**src/i2cmts_pkg.sv**
```systemverilog
// i2cmts_pkg: shared types and codes for the i2c master transaction sequencer
// no dependencies; imported by the front, back and top-level modules
package i2cmts_pkg;

	// input transaction as seen on the item channel
	typedef struct packed {
		logic       opcode;
		logic [1:0] mode;
		logic [6:0] target_addr;
		logic [7:0] tx_count;
		logic [7:0] rx_count;
		logic [7:0] link_status;
		logic [7:0] rx_byte;
		logic [7:0] tx_byte;
	} item_t;

	// result transaction as seen on the result channel
	typedef struct packed {
		logic [2:0] action;
		logic [7:0] send_value;
		logic       tx_taken;
		logic       rx_valid;
		logic [7:0] rx_out;
		logic       done_res;
		logic       failed;
	} result_t;

	// classified command held in the queue between front and back
	typedef struct packed {
		logic       is_event;
		logic       req_ok;
		logic [1:0] kind;
		logic [6:0] target;
		logic [7:0] tx_cnt;
		logic [7:0] rx_cnt;
		logic [4:0] status;
		logic [7:0] rx_byte;
		logic [7:0] tx_byte;
	} cmd_t;

	// opcode values
	localparam logic OP_REQUEST = 1'b0;
	localparam logic OP_EVENT   = 1'b1;

	// request kinds
	localparam logic [1:0] KIND_WRITE   = 2'd0;
	localparam logic [1:0] KIND_READ    = 2'd1;
	localparam logic [1:0] KIND_WR_RD   = 2'd2;
	localparam logic [1:0] KIND_INVALID = 2'd3;

	// bus actions
	localparam logic [2:0] ACT_NONE    = 3'd0;
	localparam logic [2:0] ACT_START   = 3'd1;
	localparam logic [2:0] ACT_SEND    = 3'd2;
	localparam logic [2:0] ACT_RX_ACK  = 3'd3;
	localparam logic [2:0] ACT_RX_NACK = 3'd4;
	localparam logic [2:0] ACT_STOP    = 3'd5;

	// status codes, top five bits of the raw status byte
	localparam logic [4:0] ST_BUS_START = 5'h01; // 0x08
	localparam logic [4:0] ST_REP_START = 5'h02; // 0x10
	localparam logic [4:0] ST_SLA_W     = 5'h03; // 0x18
	localparam logic [4:0] ST_DATA_W    = 5'h05; // 0x28
	localparam logic [4:0] ST_SLA_R     = 5'h08; // 0x40
	localparam logic [4:0] ST_DATA_RA   = 5'h0A; // 0x50
	localparam logic [4:0] ST_DATA_RN   = 5'h0B; // 0x58

endpackage

```
**src/i2cmts_stream_if.sv**
```systemverilog
// i2cmts_stream_if: valid/ready channel carrying one transaction payload
// payload type given by parameter; no other dependencies
interface i2cmts_stream_if #(
	parameter type payload_t = logic
) ();
	logic     valid;
	logic     ready;
	payload_t data;

	modport source (output valid, output data, input ready);
	modport sink (input valid, input data, output ready);
endinterface

```
**src/i2cmts_back.sv**
```systemverilog
// i2cmts_back: transaction state machine that turns queued commands into bus actions
// depends on i2cmts_pkg and i2cmts_stream_if
module i2cmts_back (
	input  logic               clk,
	input  logic               arst_n,
	input  logic               head_valid,
	input  i2cmts_pkg::cmd_t   head,
	output logic               pop,
	i2cmts_stream_if.source    results
);
	import i2cmts_pkg::*;

	typedef enum logic [2:0] {
		PH_IDLE,
		PH_START,
		PH_SLA_W,
		PH_DATA_W,
		PH_RESTART,
		PH_SLA_R,
		PH_RX_ACK,
		PH_RX_NACK
	} phase_t;

	phase_t     phase_q;
	logic [6:0] target_q;
	logic [1:0] kind_q;
	logic [7:0] writes_q;
	logic [7:0] reads_q;
	logic       out_valid_q;
	result_t    res_q;

	phase_t     nxt_phase;
	logic [6:0] nxt_target;
	logic [1:0] nxt_kind;
	logic [7:0] nxt_writes;
	logic [7:0] nxt_reads;
	result_t    nxt_res;
	logic [4:0] expect_st;
	logic [7:0] reads_dec;

	assign pop           = head_valid && (!out_valid_q || results.ready);
	assign results.valid = out_valid_q;
	assign results.data  = res_q;
	assign reads_dec     = (reads_q != 8'd0) ? reads_q - 8'd1 : reads_q;

	// status expected in each phase
	always_comb begin
		case (phase_q)
			PH_START:   expect_st = ST_BUS_START;
			PH_SLA_W:   expect_st = ST_SLA_W;
			PH_DATA_W:  expect_st = ST_DATA_W;
			PH_RESTART: expect_st = ST_REP_START;
			PH_SLA_R:   expect_st = ST_SLA_R;
			PH_RX_ACK:  expect_st = ST_DATA_RA;
			PH_RX_NACK: expect_st = ST_DATA_RN;
			default:    expect_st = '0;
		endcase
	end

	// next action and state for the command at the queue head
	always_comb begin
		nxt_res    = '0;
		nxt_phase  = phase_q;
		nxt_target = target_q;
		nxt_kind   = kind_q;
		nxt_writes = writes_q;
		nxt_reads  = reads_q;
		if (!head.is_event) begin
			// new request, taken only when idle
			if (phase_q == PH_IDLE && head.req_ok) begin
				nxt_target     = head.target;
				nxt_kind       = head.kind;
				nxt_writes     = head.tx_cnt;
				nxt_reads      = head.rx_cnt;
				nxt_res.action = ACT_START;
				nxt_phase      = PH_START;
			end
		end else if (phase_q != PH_IDLE) begin
			if (head.status != expect_st) begin
				// unexpected status aborts the transaction
				nxt_res.action   = ACT_STOP;
				nxt_res.done_res = 1'b1;
				nxt_res.failed   = 1'b1;
				nxt_phase        = PH_IDLE;
			end else begin
				case (phase_q)
					PH_START: begin
						nxt_res.action = ACT_SEND;
						if (kind_q == KIND_READ) begin
							nxt_res.send_value = {target_q, 1'b1};
							nxt_phase          = PH_SLA_R;
						end else begin
							nxt_res.send_value = {target_q, 1'b0};
							nxt_phase          = PH_SLA_W;
						end
					end
					PH_SLA_W, PH_DATA_W: begin
						if (writes_q != 8'd0) begin
							nxt_res.action     = ACT_SEND;
							nxt_res.send_value = head.tx_byte;
							nxt_res.tx_taken   = 1'b1;
							nxt_writes         = writes_q - 8'd1;
							nxt_phase          = PH_DATA_W;
						end else if (kind_q == KIND_WR_RD) begin
							nxt_res.action = ACT_START;
							nxt_phase      = PH_RESTART;
						end else begin
							nxt_res.action   = ACT_STOP;
							nxt_res.done_res = 1'b1;
							nxt_phase        = PH_IDLE;
						end
					end
					PH_RESTART: begin
						nxt_res.action     = ACT_SEND;
						nxt_res.send_value = {target_q, 1'b1};
						nxt_phase          = PH_SLA_R;
					end
					PH_SLA_R: begin
						if (reads_q > 8'd1) begin
							nxt_res.action = ACT_RX_ACK;
							nxt_phase      = PH_RX_ACK;
						end else begin
							nxt_res.action = ACT_RX_NACK;
							nxt_phase      = PH_RX_NACK;
						end
					end
					PH_RX_ACK: begin
						nxt_res.rx_valid = 1'b1;
						nxt_res.rx_out   = head.rx_byte;
						nxt_reads        = reads_dec;
						if (reads_dec > 8'd1) begin
							nxt_res.action = ACT_RX_ACK;
							nxt_phase      = PH_RX_ACK;
						end else begin
							nxt_res.action = ACT_RX_NACK;
							nxt_phase      = PH_RX_NACK;
						end
					end
					default: begin
						// last byte received with nack
						nxt_res.rx_valid = 1'b1;
						nxt_res.rx_out   = head.rx_byte;
						nxt_res.action   = ACT_STOP;
						nxt_res.done_res = 1'b1;
						nxt_reads        = 8'd0;
						nxt_phase        = PH_IDLE;
					end
				endcase
			end
		end
	end

	// state and registered result
	always_ff @(posedge clk or negedge arst_n) begin
		if (!arst_n) begin
			phase_q     <= PH_IDLE;
			target_q    <= '0;
			kind_q      <= '0;
			writes_q    <= '0;
			reads_q     <= '0;
			out_valid_q <= 1'b0;
			res_q       <= '0;
		end else begin
			if (pop) begin
				phase_q     <= nxt_phase;
				target_q    <= nxt_target;
				kind_q      <= nxt_kind;
				writes_q    <= nxt_writes;
				reads_q     <= nxt_reads;
				res_q       <= nxt_res;
				out_valid_q <= 1'b1;
			end else if (results.ready) begin
				out_valid_q <= 1'b0;
			end
		end
	end

	// a failure always ends the transaction with a stop
	assert property (@(posedge clk) disable iff (!arst_n)
		out_valid_q && res_q.failed |-> res_q.done_res && res_q.action == ACT_STOP)
		else $error("failed result without stop and done");

	// a consumed write byte is always the byte being sent
	assert property (@(posedge clk) disable iff (!arst_n)
		pop && nxt_res.tx_taken |=> res_q.action == ACT_SEND &&
			res_q.send_value == $past(head.tx_byte))
		else $error("tx byte taken without being sent");

	// a delivered read byte only comes with a receive or the closing stop
	assert property (@(posedge clk) disable iff (!arst_n)
		out_valid_q && res_q.rx_valid |-> res_q.action == ACT_RX_ACK ||
			res_q.action == ACT_RX_NACK || res_q.action == ACT_STOP)
		else $error("rx byte delivered with wrong action");

	// the sequencer is idle after every finished transaction
	assert property (@(posedge clk) disable iff (!arst_n)
		pop && nxt_res.done_res |=> phase_q == PH_IDLE)
		else $error("transaction done but phase not idle");
endmodule

```
**src/flat_wrapper.sv**
```systemverilog
// flat-port wrapper written by rule: the top's interface ports become plain ports
module i2cmts_back_flat import i2cmts_pkg::*;
  (clk, arst_n, head_valid, head, pop, results_valid, results_data, results_ready);
  i2cmts_stream_if results_i ();
  input  logic clk;
  input  logic arst_n;
  input  logic head_valid;
  input  i2cmts_pkg::cmd_t head;
  output logic pop;
  output wire logic [$bits(results_i.valid)-1:0] results_valid;
  output wire logic [$bits(results_i.data)-1:0] results_data;
  input wire logic [$bits(results_i.ready)-1:0] results_ready;
  assign results_valid = results_i.valid;
  assign results_data = results_i.data;
  assign results_i.ready = results_ready;
  i2cmts_back u_core (.clk(clk), .arst_n(arst_n), .head_valid(head_valid), .head(head), .pop(pop), .results(results_i));
endmodule
```
**config.mk**
```make
export PLATFORM = sky130hd
export DESIGN_NAME = i2cmts_back_flat
export DESIGN_NICKNAME = d
export VERILOG_FILES = /design/src/i2cmts_pkg.sv /design/src/i2cmts_stream_if.sv /design/src/i2cmts_back.sv /design/src/flat_wrapper.sv
export SDC_FILE = /design/constraint.sdc
export NUM_CORES = 1
export LEC_CHECK = 0
export BUFFER_PORTS_ARGS = -buffer_cell sky130_fd_sc_hd__buf_2
export CORE_ASPECT_RATIO = 0.7
export CORE_MARGIN = 3
export CORE_UTILIZATION = 40
export DETAILED_ROUTE_END_ITERATION = 12
export PLACE_DENSITY_LB_ADDON = 0.1
export SYNTH_ARGS = -nofsm -noshare
export SYNTH_HDL_FRONTEND = slang
export SYNTH_SLANG_ARGS = --single-unit
```
**constraint.sdc**
```tcl
create_clock -name clk -period 2.63 [get_ports clk]
set_clock_uncertainty 0.15 [all_clocks]
set_input_delay 0 -clock clk [delete_from_list [all_inputs] [get_ports clk]]
set_output_delay 0 -clock clk [all_outputs]
set_load 0.1 [all_outputs]
```
Word-level counts from Yosys, hierarchy flattened:

Cells that the tools add are included.

* $add $sub $neg: 2
* $lt $le $gt $ge: 2
* equality and inequality tests: 15
* mux-type cells: 28
* bitwise gates (word level): 1
* reduce and logical (&&, ||, !) cells: 16

Operators by type and width (number)
* $mux 8: 11
* $pmux 4 s7: 1
* $mux 3: 7
* $gt 8x1->1 const B: 2
* $pmux 8 s2: 1
* $reduce_bool 8->1: 2
* $sub 8x1->8 const B: 2
* $pmux 3 s5: 1
* $eq 3x3->1 const B: 4
* $mux 1: 7
* $eq 3x2->1 const B: 2
* $ne 2x1->1 const B: 3
* $reduce_and 3->1: 2
* $reduce_and 6->1: 1
* $ne 5x4->1: 1
* $reduce_and 5->1: 1
* $reduce_or 5->1: 1
* $ne 2x2->1 const B: 2
* $reduce_bool 2->1: 2
* $eq 3x1->1 const B: 1
* $logic_not 3->1: 1
* $reduce_bool 3->1: 1
* $eq 2x1->1 const B: 1
* $eq 2x2->1 const B: 1
* other kinds (5): 6

* bits in registers: 23
* output and inout bits: 3
* word-level logic and storage cells: 70

Longest topological paths before layout:

* depth in word-level cells: 8
* mapped depth: 9

Worst setup path before layout:

No wires, ideal clock.

* path kind: register to register
* start point: register u_core.out_valid_q (netlist: u_core.results.valid)
* end point: register u_core.phase_q[0]
* arrival: 2.343 ns
* path slack: 0.000 ns
* stages on the path, launching flop included: 7
* path buffers: 0
* cell sequence: dfrtp_1 -> nand2b_1 -> nand2_1 -> inv_1 -> nand2_1 -> nor4b_1 -> a211oi_1

* longest elaborated chain between the ends: 4

Ends and longest elaborated chain
* from (decl): line i2cmts_back.sv:29 `logic out_valid_q;`
* from (signal assigned): line i2cmts_back.sv:161 `out_valid_q <= 1'b0;`
* from (signal assigned): line i2cmts_back.sv:171 `out_valid_q <= 1'b1;`
* from (signal assigned): line i2cmts_back.sv:173 `out_valid_q <= 1'b0;`
* $logic_not 1->1: line i2cmts_back.sv:41 `assign pop = head_valid && (!out_valid_q || results.ready);`
* $logic_or 1x1->1: line i2cmts_back.sv:41
* $logic_and 1x1->1: line i2cmts_back.sv:41
* via pop: line flat_wrapper.sv:9 `output logic pop;`
* $reduce_and 3->1 (no source line)
* to (signal assigned): line i2cmts_back.sv:165 `phase_q <= nxt_phase;`
* to (decl): line i2cmts_back.sv:24 `phase_t phase_q;`

The timed path passes the listed nets, and every way through them passes these cells.
A chain may end at the register's enable or synchronous reset.

Final worst setup path:

* start point: register u_core.phase_q[1]
* end point: register u_core.writes_q[4]

* longest elaborated chain between the ends: 5
* elaborated cells between the ends (all ways): 18
* classes of those cells: eq/ne (11); mux (1); reduce/logical (6)

Ends and longest elaborated chain
* $eq 3x3->1 (tied with other cells): line i2cmts_back.sv:48 `case (phase_q)`
* $pmux 4 s7: line i2cmts_back.sv:48
* $ne 5x4->1: line i2cmts_back.sv:79 `if (head.status != expect_st) begin`
* $ne 2x2->1 (no source line)
* $reduce_and 6->1 (no source line) (*)
* to (signal assigned): line i2cmts_back.sv:168 `writes_q <= nxt_writes;`
* to (decl): line i2cmts_back.sv:27 `logic [7:0] writes_q;`

Every way passes the cells marked *; elsewhere a longest branch is shown, timed or not.

==> results.md <==
- CP arrival: about 2.5 ns
- Core Area: approximately 4500 um^2
- H-tree depth: 1
- Period minus WS final: about 2.5 ns
- Rel. slew slack: 0.620
- CTS tree: done
- Min-delay worst type: primary input to register
- IO Port Bufs: 31
- Final Hold Fails: 0
- Placed insts: 327
- DRC Markers: 0
- Post-synth EDFFs: 0
- GRT Residual Overflow: 0
- Setup-failing EPs final: 0
- Status: completed
- Sequential share of the synthesized area: 0.303
- Clock Sinks: 23
- Syn nets: 301
- RSZ-0062 raised after global routing: false
- Most common cell after layout, fill and taps aside: buf_2
- Drt pass-1 iters: 4
- 1st-iter DRT viols: 87
- Initial Util: 0.426
- Seq. cell area: approximately 580 um^2
- Most frequent cells in the layout: buf_2 (31), nor2_1 (28), nand2_1 (23), dfrtp_1 (21), dlygate4sd3_1 (18)
- Layout Nets: approximately 350
- Post-synth ARST share: 1.00
- Footprint of the multi-input gates: between 1000 and 1500 um^2
- Gpl congestion: 0.817
- Die Area: ~5600 um^2
- Share of the clock period used by the worst path: 0.958
- First-pass GRT wire length: 8750 um
- Die width: between 80 and 90 um
- Leakage: between 1 and 1.5 nW
- Max Slew Vio Count: 0
- Worst setup path class: register to register
- Area delta synth->final: 25.4%
- Crit-path max FO: 18
- Routed len/inst: between 15 and 20 um
- Worst skew pair latency: between 0.2 and 0.3 ns
- Root Buffer: clkbuf_8
- CTS clk-pin slew, worst paths: 0.10 ns
- Io pins: 55
- Antenna-violating nets left: 0
- Worst EP required: between 2 and 3 ns
- Synthesis-stage register bit count: 23
- # rows: 20
- Max Cap Viol: 0
- TritonCTS buffer count: 3
- Yosys warns: 0
- Die height: approximately 64 um
- Filler cells: between 400 and 500
- Top_reg_cell synth: dfrtp_1
- Final wirelength: 5260 um
- Pwr Total: between 1.5 and 2 mW
- Power density cells: 656 nW/um^2
- Vias in the first global route: roughly 1800
- Vias per std cell: roughly 5.6
- Clock Path Buffers: 2
- Fin cells: roughly 350
- Yosys cell types: between 50 and 60
- GR Util All Layers: 0.196
- Worst VDD drop: 349 uV
- Mapped cell area: between 1500 and 2000 um^2
- Layout cells sized above 1: 0.187
- Worst slew pin tran: 0.570 ns
- Hpwl dp: between 3000 and 4000 um
- Setup crit start kind: register
- Critical Path Sink Type: register
- Post-Syn Area per Cell: a little under 8 um^2
- Syn Inst Count: approximately 240
- Largest net degree at the start of global routing: 24
- Initial antenna violation count: 0
- Inserted Diodes: 0
- Fmax: between 300 and 400 MHz
- Vias: ~1900
per-layer routing:
layer | track usage | vias to the layer above | wire length [um]
met4 | 0.0396 | 0 | 21
met1 | 0.298 | 898 | 2790
met5 | 0 | - | 0
li1 | - | 1006 | -
met2 | 0.286 | 33 | 2250
met3 | 0.0366 | 2 | 204
final cells by class:
| class | count | area share |
|---|---|---|
| clock buffer | 3 | 0.0173 |
| sequential | 23 | 0.243 |
| timing repair buffer | 61 | 0.179 |
| multi-input combinational | 193 | 0.509 |
| tap | 55 | 0.0289 |
| clock inverter | 1 | 0.00315 |
| inverter | 13 | 0.0205 |
synth_stat cells (all sizes together), types with 3 or more instances:
master  count  area share
a211oi      5       0.020
a21oi       9       0.024
a32o        3       0.016
and3        3      0.0099
and4        3       0.014
buf         5       0.013
clkbuf     10       0.020
dfrtp      23        0.30
ha          5       0.033
inv        13       0.026
mux2i       5       0.026
nand2      23       0.045
nand2b      7       0.023
nand3       4       0.011
nor2       28       0.055
nor2b       3      0.0099
nor3       12       0.037
nor4        4       0.016
o21ai      21       0.055
o21bai      4       0.016
or2         3      0.0099
or3         7       0.023
report_power, final:
group	switching, mW	total [mW]	internal, mW
Combinational	0.408	0.707	0.299
Clock	0.132	0.240	0.108
Sequential	0.150	0.615	0.465
Total	0.690	1.56	0.872
per-stage QoR:
stage	util	hold slack [ns]	setup WS, ns	setup TNS [ns]	instance area, um^2
6_report	0.535	0.0188	0.110	0	2380
5_1_grt	0.535	0.0662	0.00201	0	2380
4_1_cts	0.534	0.0361	0.161	0	2380
3_5_place_dp	0.483	-0.122	0.175	0	2150
3_3_place_gp	0.483	-0.123	0.225	0	2150
2_1_floorplan	-	-0.446	-0.000417	-0.000417	1900
flip-flops by register name (all words and copies together) (netlist names):
| register | cells |
|---|---|
| u_core.writes_q | 8 |
| u_core.results.data | 1 |
| u_core.reads_q | 8 |
| u_core.kind_q | 2 |
| u_core.phase_q | 3 |
| u_core.results.valid | 1 |
critical path, stage by stage, from the launching register on:
cell and delay, ns:
dfrtp_1 0.65, nor2b_1 0.30, nand2b_1 0.08, a32o_1 0.39, nor4_1 0.39, buf_4 0.20
and4_1 0.20, nor3_1 0.05
final timing paths:
check / from / to / slack [ns] / cells after the start
worst min register to register: u_core.results.data / u_core.results.data / 0.34 / 2
worst min-delay path: head[33] / u_core.writes_q[4] / 0.02 / 4
worst max-delay path: u_core.phase_q[1] / u_core.writes_q[4] / 0.11 / 7
max in group asynchronous: arst_n / u_core.phase_q[0] / 1.83 / 2
worst max register to register: u_core.phase_q[1] / u_core.writes_q[4] / 0.11 / 7
min in group asynchronous: arst_n / u_core.reads_q[7] / 0.09 / 2
timing repair:
action | 4_1_cts | 5_1_grt
endpoints found under the setup margin | 0 | 2
resized for setup | 0 | 2
endpoints found under the hold margin | 39 | 0
hold buffers | 18 | 0
buffers inserted | 0 | 0
kinds of logic after synthesis:
logic type	synth area share
simple gates	0.314
compound gates	0.258
buf+inv	0.0587
flops	0.303
mux	0.0323
fa+ha+maj	0.0330
(Power assumes the default switching activity.)
